**src/rtl/aau_pkg.sv**
```systemverilog
// ----------------------------------------------------------------------------
// aau_pkg
// shared widths, command codes and controller/datapath interface types
// ----------------------------------------------------------------------------
package aau_pkg;

    localparam int DATA_W     = 32;
    localparam int CMD_W      = 3;
    localparam int FACT_LIMIT = 34;

    // command codes carried in a request
    localparam logic [CMD_W-1:0] CMD_ADD  = 3'd0;
    localparam logic [CMD_W-1:0] CMD_SUB  = 3'd1;
    localparam logic [CMD_W-1:0] CMD_MUL  = 3'd2;
    localparam logic [CMD_W-1:0] CMD_DIV  = 3'd3;
    localparam logic [CMD_W-1:0] CMD_MOD  = 3'd4;
    localparam logic [CMD_W-1:0] CMD_FACT = 3'd5;
    localparam logic [CMD_W-1:0] CMD_CLR  = 3'd6;

    typedef logic [DATA_W-1:0] t_word;

    // datapath micro-operations issued by the controller
    typedef enum logic [3:0] {
        DP_NONE,
        DP_LOAD,
        DP_ALU,
        DP_MUL_INIT,
        DP_MUL_STEP,
        DP_FACT_INIT,
        DP_FACT_STEP,
        DP_X_RES,
        DP_DIV_ZERO,
        DP_DIV_INIT,
        DP_DIV_STEP,
        DP_DIV_FIN,
        DP_COMMIT
    } t_dp_op;

    typedef struct packed {
        t_dp_op           op;
        logic [CMD_W-1:0] cmd;
    } t_dp_ctl;

    typedef struct packed {
        logic fact_skip;
        logic fact_last;
        logic div_zero;
        logic div_last;
    } t_dp_status;

endpackage

```
**src/rtl/aau_req_if.sv**
```systemverilog
// ----------------------------------------------------------------------------
// aau_req_if
// request channel: command and operand with valid/ready
// ----------------------------------------------------------------------------
interface aau_req_if;
    import aau_pkg::*;

    logic                valid;
    logic                ready;
    logic [CMD_W-1:0]    command;
    logic signed [DATA_W-1:0] operand;

    modport source (output valid, output command, output operand, input ready);
    modport sink   (input valid, input command, input operand, output ready);
endinterface

```
**src/rtl/aau_rsp_if.sv**
```systemverilog
// ----------------------------------------------------------------------------
// aau_rsp_if
// response channel: accumulator value and divide error flag with valid/ready
// ----------------------------------------------------------------------------
interface aau_rsp_if;
    import aau_pkg::*;

    logic                     valid;
    logic                     ready;
    logic signed [DATA_W-1:0] value;
    logic                     divide_error;

    modport source (output valid, output value, output divide_error, input ready);
    modport sink   (input valid, input value, input divide_error, output ready);
endinterface

```
**src/rtl/accumulator_arithmetic_unit.sv**
```systemverilog
// ----------------------------------------------------------------------------
// accumulator_arithmetic_unit
// signed 32-bit accumulator calculator with one response per request
// ----------------------------------------------------------------------------
// usage
//   i_req carries a command (add, subtract, multiply, divide, modulo,
//   factorial, clear) and a signed operand; o_rsp returns the new
//   accumulator value and a flag set when divide or modulo by zero was
//   refused (accumulator then left unchanged)
//   one request is worked on at a time; i_req.ready is high while idle
//   states from accept to o_rsp.valid:
//     add, subtract, clear, divide by zero : exec, done
//     multiply                             : exec, mul, x_res, done
//     factorial of n                       : exec, fact, x_res, done
//     divide, modulo                       : exec, 32-step div, fin, done
//   the fact state, a loop over the shared multiplier, is skipped unless
//   n is in 1..33; no new request is taken until the last one is
//   committed to o_rsp
//   o_rsp is a register: the next request is accepted while a response
//   still waits; its result is held inside until o_rsp is free
//   reset (synchronous, active low) clears the accumulator to zero and
//   drops o_rsp.valid
// ----------------------------------------------------------------------------
module accumulator_arithmetic_unit (
    input  logic      i_clk,
    input  logic      i_rst_n,
    aau_req_if.sink   i_req,
    aau_rsp_if.source o_rsp
);
    import aau_pkg::*;

    t_dp_ctl    w_ctl;
    t_dp_status w_status;
    logic       w_in_ready;
    logic       w_out_valid;
    t_word      w_value;
    logic       w_divide_error;

    // sequencer: decodes the request and steps the datapath loops
    aau_ctrl u_ctrl (
        .i_clk       (i_clk),
        .i_rst_n     (i_rst_n),
        .i_in_valid  (i_req.valid),
        .o_in_ready  (w_in_ready),
        .i_command   (i_req.command),
        .o_out_valid (w_out_valid),
        .i_out_ready (o_rsp.ready),
        .i_status    (w_status),
        .o_ctl       (w_ctl)
    );

    // datapath: accumulator, multiplier, divider, response register
    aau_dpath u_dpath (
        .i_clk          (i_clk),
        .i_rst_n        (i_rst_n),
        .i_ctl          (w_ctl),
        .i_operand      (t_word'(i_req.operand)),
        .o_status       (w_status),
        .o_value        (w_value),
        .o_divide_error (w_divide_error)
    );

    assign i_req.ready        = w_in_ready;
    assign o_rsp.valid        = w_out_valid;
    assign o_rsp.value        = w_value;
    assign o_rsp.divide_error = w_divide_error;

    // a response is only written when the output register is free
    a_commit_free: assert property (@(posedge i_clk) disable iff (!i_rst_n)
        (w_ctl.op == DP_COMMIT) |-> (!o_rsp.valid || o_rsp.ready))
        else $error("response register overwritten");

    // every commit shows up on the response channel
    a_commit_valid: assert property (@(posedge i_clk) disable iff (!i_rst_n)
        (w_ctl.op == DP_COMMIT) |=> o_rsp.valid)
        else $error("commit without response");

    // one request in flight: no accept right after an accept
    a_single_flight: assert property (@(posedge i_clk) disable iff (!i_rst_n)
        (i_req.valid && i_req.ready) |=> !i_req.ready)
        else $error("second request taken while busy");

    // loops only run after a request was taken
    a_loop_busy: assert property (@(posedge i_clk) disable iff (!i_rst_n)
        (w_ctl.op == DP_DIV_STEP || w_ctl.op == DP_FACT_STEP) |-> !i_req.ready)
        else $error("loop running while idle");

endmodule

```
**src/rtl/aau_dpath.sv**
```systemverilog
// ----------------------------------------------------------------------------
// aau_dpath
// accumulator, shared multiplier, restoring divider and output register
// ----------------------------------------------------------------------------
module aau_dpath (
    input  logic               i_clk,
    input  logic               i_rst_n,
    input  aau_pkg::t_dp_ctl   i_ctl,
    input  aau_pkg::t_word     i_operand,
    output aau_pkg::t_dp_status o_status,
    output aau_pkg::t_word     o_value,
    output logic               o_divide_error
);
    import aau_pkg::*;

    t_word        r_acc;
    t_word        r_opnd;
    t_word        r_res;
    logic         r_err;
    t_word        r_x;
    t_word        r_y;
    t_word        r_quo;
    t_word        r_rem;
    t_word        r_dvs;
    logic [4:0]   r_dcnt;
    t_word        r_out_value;
    logic         r_out_err;

    t_word        w_prod;
    logic [DATA_W:0] w_shift;
    logic [DATA_W:0] w_diff;
    t_word        w_acc_mag;
    t_word        w_opnd_mag;
    logic         w_acc_le0;
    logic         w_acc_ge_lim;

    assign w_prod       = r_x * r_y;
    assign w_shift      = {r_rem, r_quo[DATA_W-1]};
    assign w_diff       = w_shift - {1'b0, r_dvs};
    assign w_acc_mag    = r_acc[DATA_W-1] ? (~r_acc + 1'b1) : r_acc;
    assign w_opnd_mag   = r_opnd[DATA_W-1] ? (~r_opnd + 1'b1) : r_opnd;
    assign w_acc_le0    = r_acc[DATA_W-1] || (r_acc == '0);
    assign w_acc_ge_lim = !r_acc[DATA_W-1] && (r_acc >= t_word'(FACT_LIMIT));

    always_comb begin
        o_status.fact_skip = w_acc_le0 || w_acc_ge_lim;
        o_status.fact_last = (r_y[5:0] == r_acc[5:0]);
        o_status.div_zero  = (r_opnd == '0);
        o_status.div_last  = &r_dcnt;
    end

    // accumulator is architectural state
    always_ff @(posedge i_clk) begin
        if (!i_rst_n) begin
            r_acc <= '0;
        end else if (i_ctl.op == DP_COMMIT) begin
            r_acc <= r_res;
        end
    end

    always_ff @(posedge i_clk) begin
        case (i_ctl.op)
            DP_LOAD: begin
                r_opnd <= i_operand;
            end
            DP_ALU: begin
                r_err <= 1'b0;
                case (i_ctl.cmd)
                    CMD_ADD: r_res <= r_acc + r_opnd;
                    CMD_SUB: r_res <= r_acc - r_opnd;
                    CMD_CLR: r_res <= '0;
                    default: r_res <= r_acc;
                endcase
            end
            DP_MUL_INIT: begin
                r_x <= r_acc;
                r_y <= r_opnd;
            end
            DP_MUL_STEP: begin
                r_x <= w_prod;
            end
            DP_FACT_INIT: begin
                // trivial cases: 1 for n <= 0, 0 once 2^32 divides n!
                r_x <= (w_acc_ge_lim && !w_acc_le0) ? t_word'(0) : t_word'(1);
                r_y <= t_word'(1);
            end
            DP_FACT_STEP: begin
                r_x <= w_prod;
                r_y <= r_y + 1'b1;
            end
            DP_X_RES: begin
                r_res <= r_x;
                r_err <= 1'b0;
            end
            DP_DIV_ZERO: begin
                r_res <= r_acc;
                r_err <= 1'b1;
            end
            DP_DIV_INIT: begin
                r_quo  <= w_acc_mag;
                r_rem  <= '0;
                r_dvs  <= w_opnd_mag;
                r_dcnt <= '0;
            end
            DP_DIV_STEP: begin
                r_dcnt <= r_dcnt + 1'b1;
                if (!w_diff[DATA_W]) begin
                    r_rem <= w_diff[DATA_W-1:0];
                    r_quo <= {r_quo[DATA_W-2:0], 1'b1};
                end else begin
                    r_rem <= w_shift[DATA_W-1:0];
                    r_quo <= {r_quo[DATA_W-2:0], 1'b0};
                end
            end
            DP_DIV_FIN: begin
                r_err <= 1'b0;
                if (i_ctl.cmd == CMD_DIV) begin
                    r_res <= (r_acc[DATA_W-1] ^ r_opnd[DATA_W-1]) ? (~r_quo + 1'b1) : r_quo;
                end else begin
                    r_res <= r_acc[DATA_W-1] ? (~r_rem + 1'b1) : r_rem;
                end
            end
            DP_COMMIT: begin
                r_out_value <= r_res;
                r_out_err   <= r_err;
            end
            default: begin
            end
        endcase
    end

    assign o_value        = r_out_value;
    assign o_divide_error = r_out_err;

endmodule

```
**src/rtl/aau_ctrl.sv**
```systemverilog
// ----------------------------------------------------------------------------
// aau_ctrl
// sequencer: request intake, multi-cycle loops and response handshake
// ----------------------------------------------------------------------------
module aau_ctrl (
    input  logic                     i_clk,
    input  logic                     i_rst_n,
    input  logic                     i_in_valid,
    output logic                     o_in_ready,
    input  logic [aau_pkg::CMD_W-1:0] i_command,
    output logic                     o_out_valid,
    input  logic                     i_out_ready,
    input  aau_pkg::t_dp_status      i_status,
    output aau_pkg::t_dp_ctl         o_ctl
);
    import aau_pkg::*;

    typedef enum logic [2:0] {
        S_IDLE,
        S_EXEC,
        S_MUL,
        S_FACT,
        S_X_RES,
        S_DIV,
        S_DIV_FIN,
        S_DONE
    } t_state;

    t_state           r_state;
    t_state           n_state;
    logic             r_out_valid;
    logic             n_out_valid;
    logic [CMD_W-1:0] r_cmd;
    t_dp_op           w_op;
    logic             w_accept;
    logic             w_out_free;

    assign w_accept   = (r_state == S_IDLE) && i_in_valid;
    assign w_out_free = !r_out_valid || i_out_ready;

    always_comb begin
        n_state     = r_state;
        w_op        = DP_NONE;
        n_out_valid = r_out_valid && !i_out_ready;
        case (r_state)
            S_IDLE: begin
                if (i_in_valid) begin
                    w_op    = DP_LOAD;
                    n_state = S_EXEC;
                end
            end
            S_EXEC: begin
                case (r_cmd)
                    CMD_MUL: begin
                        w_op    = DP_MUL_INIT;
                        n_state = S_MUL;
                    end
                    CMD_FACT: begin
                        w_op    = DP_FACT_INIT;
                        n_state = i_status.fact_skip ? S_X_RES : S_FACT;
                    end
                    CMD_DIV, CMD_MOD: begin
                        if (i_status.div_zero) begin
                            w_op    = DP_DIV_ZERO;
                            n_state = S_DONE;
                        end else begin
                            w_op    = DP_DIV_INIT;
                            n_state = S_DIV;
                        end
                    end
                    default: begin
                        w_op    = DP_ALU;
                        n_state = S_DONE;
                    end
                endcase
            end
            S_MUL: begin
                w_op    = DP_MUL_STEP;
                n_state = S_X_RES;
            end
            S_FACT: begin
                w_op = DP_FACT_STEP;
                if (i_status.fact_last) begin
                    n_state = S_X_RES;
                end
            end
            S_X_RES: begin
                w_op    = DP_X_RES;
                n_state = S_DONE;
            end
            S_DIV: begin
                w_op = DP_DIV_STEP;
                if (i_status.div_last) begin
                    n_state = S_DIV_FIN;
                end
            end
            S_DIV_FIN: begin
                w_op    = DP_DIV_FIN;
                n_state = S_DONE;
            end
            S_DONE: begin
                if (w_out_free) begin
                    w_op        = DP_COMMIT;
                    n_out_valid = 1'b1;
                    n_state     = S_IDLE;
                end
            end
            default: begin
                n_state = S_IDLE;
            end
        endcase
    end

    always_ff @(posedge i_clk) begin
        if (!i_rst_n) begin
            r_state     <= S_IDLE;
            r_out_valid <= 1'b0;
        end else begin
            r_state     <= n_state;
            r_out_valid <= n_out_valid;
        end
    end

    always_ff @(posedge i_clk) begin
        if (w_accept) begin
            r_cmd <= i_command;
        end
    end

    assign o_in_ready  = (r_state == S_IDLE);
    assign o_out_valid = r_out_valid;
    assign o_ctl.op    = w_op;
    assign o_ctl.cmd   = r_cmd;

endmodule
```
**src/flat_wrapper.sv**
```systemverilog
// flat-port wrapper written by rule: the top's interface ports become plain ports
module accumulator_arithmetic_unit_flat import aau_pkg::*;
  (i_clk, i_rst_n, i_req_valid, i_req_command, i_req_operand, i_req_ready, o_rsp_valid, o_rsp_value, o_rsp_divide_error, o_rsp_ready);
  aau_req_if i_req_i ();
  aau_rsp_if o_rsp_i ();
  input  logic i_clk;
  input  logic i_rst_n;
  input wire logic [$bits(i_req_i.valid)-1:0] i_req_valid;
  input wire logic [$bits(i_req_i.command)-1:0] i_req_command;
  input wire logic [$bits(i_req_i.operand)-1:0] i_req_operand;
  output wire logic [$bits(i_req_i.ready)-1:0] i_req_ready;
  output wire logic [$bits(o_rsp_i.valid)-1:0] o_rsp_valid;
  output wire logic [$bits(o_rsp_i.value)-1:0] o_rsp_value;
  output wire logic [$bits(o_rsp_i.divide_error)-1:0] o_rsp_divide_error;
  input wire logic [$bits(o_rsp_i.ready)-1:0] o_rsp_ready;
  assign i_req_i.valid = i_req_valid;
  assign i_req_i.command = i_req_command;
  assign i_req_i.operand = i_req_operand;
  assign i_req_ready = i_req_i.ready;
  assign o_rsp_valid = o_rsp_i.valid;
  assign o_rsp_value = o_rsp_i.value;
  assign o_rsp_divide_error = o_rsp_i.divide_error;
  assign o_rsp_i.ready = o_rsp_ready;
  accumulator_arithmetic_unit u_core (.i_clk(i_clk), .i_rst_n(i_rst_n), .i_req(i_req_i), .o_rsp(o_rsp_i));
endmodule
```
**config.mk**
```make
export PLATFORM = sky130hd
export DESIGN_NAME = accumulator_arithmetic_unit_flat
export DESIGN_NICKNAME = d
export VERILOG_FILES = /design/src/rtl/aau_pkg.sv /design/src/rtl/aau_req_if.sv /design/src/rtl/aau_rsp_if.sv /design/src/rtl/accumulator_arithmetic_unit.sv /design/src/rtl/aau_dpath.sv /design/src/rtl/aau_ctrl.sv /design/src/flat_wrapper.sv
export SDC_FILE = /design/constraint.sdc
export NUM_CORES = 2
export LEC_CHECK = 0
export ABC_AREA = 1
export BUFFER_PORTS_ARGS = -buffer_cell sky130_fd_sc_hd__buf_2
export CAP_MARGIN = 20
export CORE_MARGIN = 1
export CORE_UTILIZATION = 26
export DETAILED_ROUTE_END_ITERATION = 6
export HOLD_SLACK_MARGIN = 0.05
export SETUP_SLACK_MARGIN = 0.15
export SYNTH_ARGS = -nofsm -noshare
export SYNTH_HDL_FRONTEND = slang
export SYNTH_SLANG_ARGS = --single-unit
```
**constraint.sdc**
```tcl
create_clock -name i_clk -period 9.3 [get_ports i_clk]
set_input_delay 0.93 -clock i_clk [delete_from_list [all_inputs] [get_ports i_clk]]
set_output_delay 0.93 -clock i_clk [all_outputs]
set_load 0.02 [all_outputs]
```
Word-level counts from Yosys, hierarchy flattened:

Cells that the tools add are included.

* bits of input ports: 39
* logic and storage cells: 119
* output and inout bits: 35
* register bits after elaboration: 302

* reductions and logical operators: 26
* $lt $le $gt $ge: 1
* bitwise operators: 5
* muxes and demuxes: 31
* $add $sub $neg: 9
* $mul: 1
* equality and inequality tests: 30

Operators by type and width (number)
* one-hot mux 32 bit (3 select lines): 3
* adder 32 x 1 -> 32 bit (second input constant): 5
* 2-to-1 mux 32 bit: 5
* NOT 32 bit: 4
* one-hot mux 32 bit (2 select lines): 2
* one-hot mux 32 bit (4 select lines): 1
* zero test 32 bit: 2
* subtractor 33 x 32 -> 33 bit: 1
* adder 32 bit: 1
* >= comparator 32 x 6 -> 1 bit (second input constant): 1
* multiplier 32 x 32 -> 32 bit: 1
* one-hot mux 4 bit (8 select lines): 1
* subtractor 32 bit: 1
* 2-to-1 mux 31 bit: 1
* equality test 3 bit (second input constant): 7
* one-hot mux 3 bit (7 select lines): 1
* equality test 4 bit (second input constant): 5
* equality test 4 x 3 -> 1 bit (second input constant): 4
* 2-to-1 mux 3 bit: 5
* equality test 3 x 2 -> 1 bit (second input constant): 4
* one-hot mux 4 bit (3 select lines): 1
* one-hot mux 5 bit (2 select lines): 1
* one-hot mux 3 bit (3 select lines): 1
* equality test 4 x 2 -> 1 bit (second input constant): 2
* 21 further kinds: 43

Logic depth before layout (Yosys ltp):

* depth after elaboration: 7
* gate-level depth with buffers: 33
* depth with buffers taken out: 31

By module:

From an unflattened synthesis, not the netlist that was laid out.

* cell total of the unflattened synthesis: 5098
* area, all modules: 37885.1 um^2

Modules (own cells, without submodules)
* aau_dpath: instances 1, seq. area each 8538.2 um^2, area each 37379.6 um^2, cells each 5026
* aau_ctrl: instances 1, seq. area each 170.2 um^2, area each 505.5 um^2, cells each 72

Worst setup path after synthesis:

Ideal clock, no wire load.

* kind: register to register
* start point: register u_core.u_dpath.r_y[5]
* end point: register u_core.u_dpath.r_x[24], data pin
* required time: 9036 ps
* stages on the path, launching flop included: 29
* library setup time: 264 ps
* path buffers: 2
* data arrival time: 6697 ps
* clock period less this slack: 6961 ps
* setup slack: 2339 ps
* path through: edfxtp_1 > clkbuf_1 > clkbuf_1 > nand2_1 > inv_1 > fa_1 > fa_1 > fa_1 > inv_1 > fa_1 > inv_1 > fa_1 > inv_1 > fa_1 > inv_1 > fa_1 > inv_1 > fa_1 > inv_1 > ha_1 > nand2_1 > nor2_1 > and3_1 > nand4_1 > nand3_1 > a21o_1 > or2_2 > nand3_1 > o21ai_0

* word-level cells in the longest chain between the ends: 2

Ends and longest elaborated chain
* start: declaration: RTL line aau_dpath.sv:21 `t_word r_y;`
* start signal: assignment: RTL line aau_dpath.sv:77 `r_y <= r_opnd;`
* start signal: assignment: RTL line aau_dpath.sv:85 `r_y <= t_word'(1);`
* start signal: assignment: RTL line aau_dpath.sv:89 `r_y <= r_y + 1'b1;`
* multiplier 32 x 32 -> 32 bit: RTL line aau_dpath.sv:37 `assign w_prod = r_x * r_y;`
* one-hot mux 32 bit (3 select lines): RTL line aau_dpath.sv:62 `case (i_ctl.op)`
* end signal: assignment: RTL line aau_dpath.sv:76 `r_x <= r_acc;`
* end signal: assignment: RTL line aau_dpath.sv:80 `r_x <= w_prod;`
* end signal: assignment: RTL line aau_dpath.sv:84 `r_x <= (w_acc_ge_lim && !w_acc_le0) ? t_word'(0) : t_word'(1);`
* end: declaration: RTL line aau_dpath.sv:20 `t_word r_x;`

Every way passes these cells.
A chain may end at the register's enable or synchronous reset.

Worst setup path after layout:

* start point: register u_core.u_dpath.r_x[8]
* end point: register u_core.u_dpath.r_x[26], data pin

* word-level cells in the longest chain between the ends: 2

Ends and longest elaborated chain (RTL line)
* multiplier 32 x 32 -> 32 bit: aau_dpath.sv:37
* one-hot mux 32 bit (3 select lines): aau_dpath.sv:62

Every way passes these cells.

==> impl_metrics.env <==
export IMPL_critPathRequiredTime_ns=9.59
export IMPL_yosysWarnings=0
export IMPL_synth_xor_area_share_pct=2.79
export IMPL_ant_nets=0
export IMPL_diodes=0
export IMPL_avgRoutedWirePerCell_um=19.4
export IMPL_tns_ns=0
export IMPL_synthMuxAreaShare_pct=0
export IMPL_hold_viol_final=0
export IMPL_synth_top_family_by_area="adder cells"
export IMPL_grt_usage_pct=18.4
export IMPL_vias_per_cell=4.82
export IMPL_worst_slew_pin_slew_ns=1.24
export IMPL_fin_nets=5741
export IMPL_outcome="finished clean"
export IMPL_first_pass_iters=6
export IMPL_synthTopCellsByCount="nand2_1 (1265), inv_1 (1129), fa_1 (410)"
export IMPL_synth_seq_area_share_pct=22.8
export IMPL_syn_nets=5767
export IMPL_overflow=0
export IMPL_grt_setup_unrepaired="false"
export IMPL_via_count=33900
export IMPL_layout_min_cycle_time_ns=7.72
export IMPL_fin_crit_sh_pct=83.0
export IMPL_start_util_pct=26.2
export IMPL_synthAdderAreaFrac_pct=27.8
export IMPL_insertion_delay_ns=0.60
export IMPL_max_freq_mhz=130
export IMPL_root_buffer="clkbuf_16"
export IMPL_rows=140
export IMPL_synth_top_cell_by_area="fa_1"
export IMPL_io_buffers=73
export IMPL_synth_cell_types=67
export IMPL_yosysMostFrequentCell="nand2_1"
export IMPL_io_pins=74
export IMPL_cts_hold_buf=0
export IMPL_grt_max_degree=70
export IMPL_dp_hpwl_mm=111
export IMPL_die_y_um=386
export IMPL_numCtsBuffers=39
export IMPL_path_max_fanout=14
export IMPL_synthTopCellsByArea="fa_1 (21%), edfxtp_1 (21%), nand2_1 (12%)"
export IMPL_syn_area_um2=38200
export IMPL_end_kind="flip-flop"
export IMPL_worstPathArrival_ns=8.01
export IMPL_synthFlopType="edfxtp_1"
export IMPL_synth_compound_area_share_pct=10.5
export IMPL_area_growth_pct=9.83
export IMPL_drive_gt1_share_pct=6.67
export IMPL_drt_iter0_markers=3424
export IMPL_finalSetupViolCount=0
export IMPL_critPathLaunchType="flip-flop"
export IMPL_die_area_um2=149000
export IMPL_cts_tree="done"
export IMPL_first_global_vias=33300
export IMPL_grt_pass1_wl_mm=207
export IMPL_yosysTopAreaCellShare_pct=21.5
export IMPL_critPathKind="flip-flop to flip-flop"
export IMPL_core_area_um2=146000
export IMPL_cts_sinks=302
export IMPL_cts_resized=0
export IMPL_synth_simple_area_share_pct=22.5
export IMPL_synthCells=5124
export IMPL_slew_violations=0
export IMPL_ys_async_sr_fraction_pct=0
export IMPL_synth_seq_cells=302
export IMPL_path_clk_slew_ns=0.06
export IMPL_hold_class="flip-flop to flip-flop"
export IMPL_slew_headroom_pct=16.0
export IMPL_post_cts_buffers=0
export IMPL_drc=0
export IMPL_ctsLongestPathBuffers=3
export IMPL_die_w_um=386
export IMPL_max_cap_violations=0
export IMPL_gp_congestion=0.977
export IMPL_syn_mean_instance_area_um2=7.46
export IMPL_antenna_found_initial=15
export IMPL_clock_skew_ns=0.0456
export IMPL_wl_mm=137
export IMPL_h_tree_depth=2
export IMPL_synth_edf_count=266
-- stage by stage --
step | cells | area, µm² | utilization [%] | worst slack, ns | hold slack, ns
2_1_floorplan | 5124 | 38200 | - | 2.34 | 0.400
6_report | 7045 | 42000 | 28.8 | 1.58 | 0.471
5_1_grt | 7045 | 42000 | 28.8 | 1.22 | 0.483
3_5_place_dp | 6972 | 40700 | 27.9 | 1.67 | 0.449
4_1_cts | 7043 | 42000 | 28.8 | 1.62 | 0.461
3_3_place_gp | 6972 | 40700 | 27.9 | 1.68 | 0.434
-- area by class of cell --
type	count	area [µm²]
clock inverters	25	255
flip-flops and latches	302	8710
clock buffers	46	1030
repair buffers	141	916
inverters	1150	4320
multi-input cells	3464	24400
well taps	1917	2400
fillers	15900	104000
-- placed cells by master, fill, tap and decap left out, types with 19 or more instances in the layout --
master	netlist	routed
a21oi_1	202	202
buf_2	26	73
buf_4	5	66
clkbuf_16	0	40
dfxtp_1	36	35
edfxtp_1	266	266
fa_1	410	410
ha_1	194	194
inv_1	1129	1129
nand2_1	1265	1263
nand2_2	21	23
nand3_1	218	218
nand4_1	40	40
nor2_1	311	311
nor3_1	62	60
o211ai_1	19	19
o21ai_0	326	325
o21ai_1	25	25
o22ai_1	24	24
or2_2	29	29
xnor2_1	20	20
xor2_1	102	102
-- layer usage --
layer / global-route usage, % / wire (µm)
met5: 0 / 76
met4: 6.27 / 4990
met3: 2.80 / 10800
met2: 29.4 / 61900
met1: 25.1 / 59000
-- worst paths after layout --
check                                    to                     from  cells after the start  slack (ns)
setup reg to reg     u_core.u_dpath.r_x[26]    u_core.u_dpath.r_x[8]                     24        1.58
setup / recovery     u_core.u_dpath.r_x[26]    u_core.u_dpath.r_x[8]                     24        1.58
hold / removal    u_core.u_dpath.o_value[4]  u_core.u_dpath.r_res[4]                      0        0.47
hold reg to reg   u_core.u_dpath.o_value[4]  u_core.u_dpath.r_res[4]                      0        0.47
-- state kept, by name, indices dropped and copies added, names as in the netlist, 3 cells and up --
signal,flops
u_core.u_dpath.r_acc,32
u_core.u_dpath.r_rem,32
u_core.u_dpath.r_opnd,32
u_core.u_ctrl.r_cmd,3
u_core.u_dpath.r_dvs,32
u_core.u_dpath.r_dcnt,5
u_core.u_dpath.r_y,32
u_core.u_dpath.r_quo,32
u_core.u_dpath.r_x,32
u_core.u_dpath.r_res,32
u_core.u_ctrl.r_state,3
u_core.u_dpath.o_value,32
-- worst max-delay path: stages, from the launching register on --
cell,delay [ns]
edfxtp_1,0.83
buf_4,0.36
nand2_1,0.11
fa_1,0.45
inv_1,0.09
fa_1,0.41
fa_1,0.52
inv_1,0.06
fa_1,0.52
inv_1,0.05
fa_1,0.51
fa_1,0.46
fa_1,0.56
inv_1,0.06
fa_1,0.54
inv_1,0.05
ha_1,0.35
a21oi_1,0.25
o21ai_0,0.15
a21oi_1,0.22
nand3_1,0.17
a21o_1,0.21
a21oi_1,0.15
xor2_1,0.23
o21ai_0,0.10
-- logic make-up after synthesis --
kind of cell	after synthesis
AND/OR/NAND/NOR	2032
buffers and inverters	1358
AO/OA/AOI/OAI	706
adder cells (fa/ha/maj)	604
flip-flops	302
XOR/XNOR	122
Power is left out: the tool's default activity adds up to more than one toggle a clock period on the data nets, which glitch-free logic cannot reach.
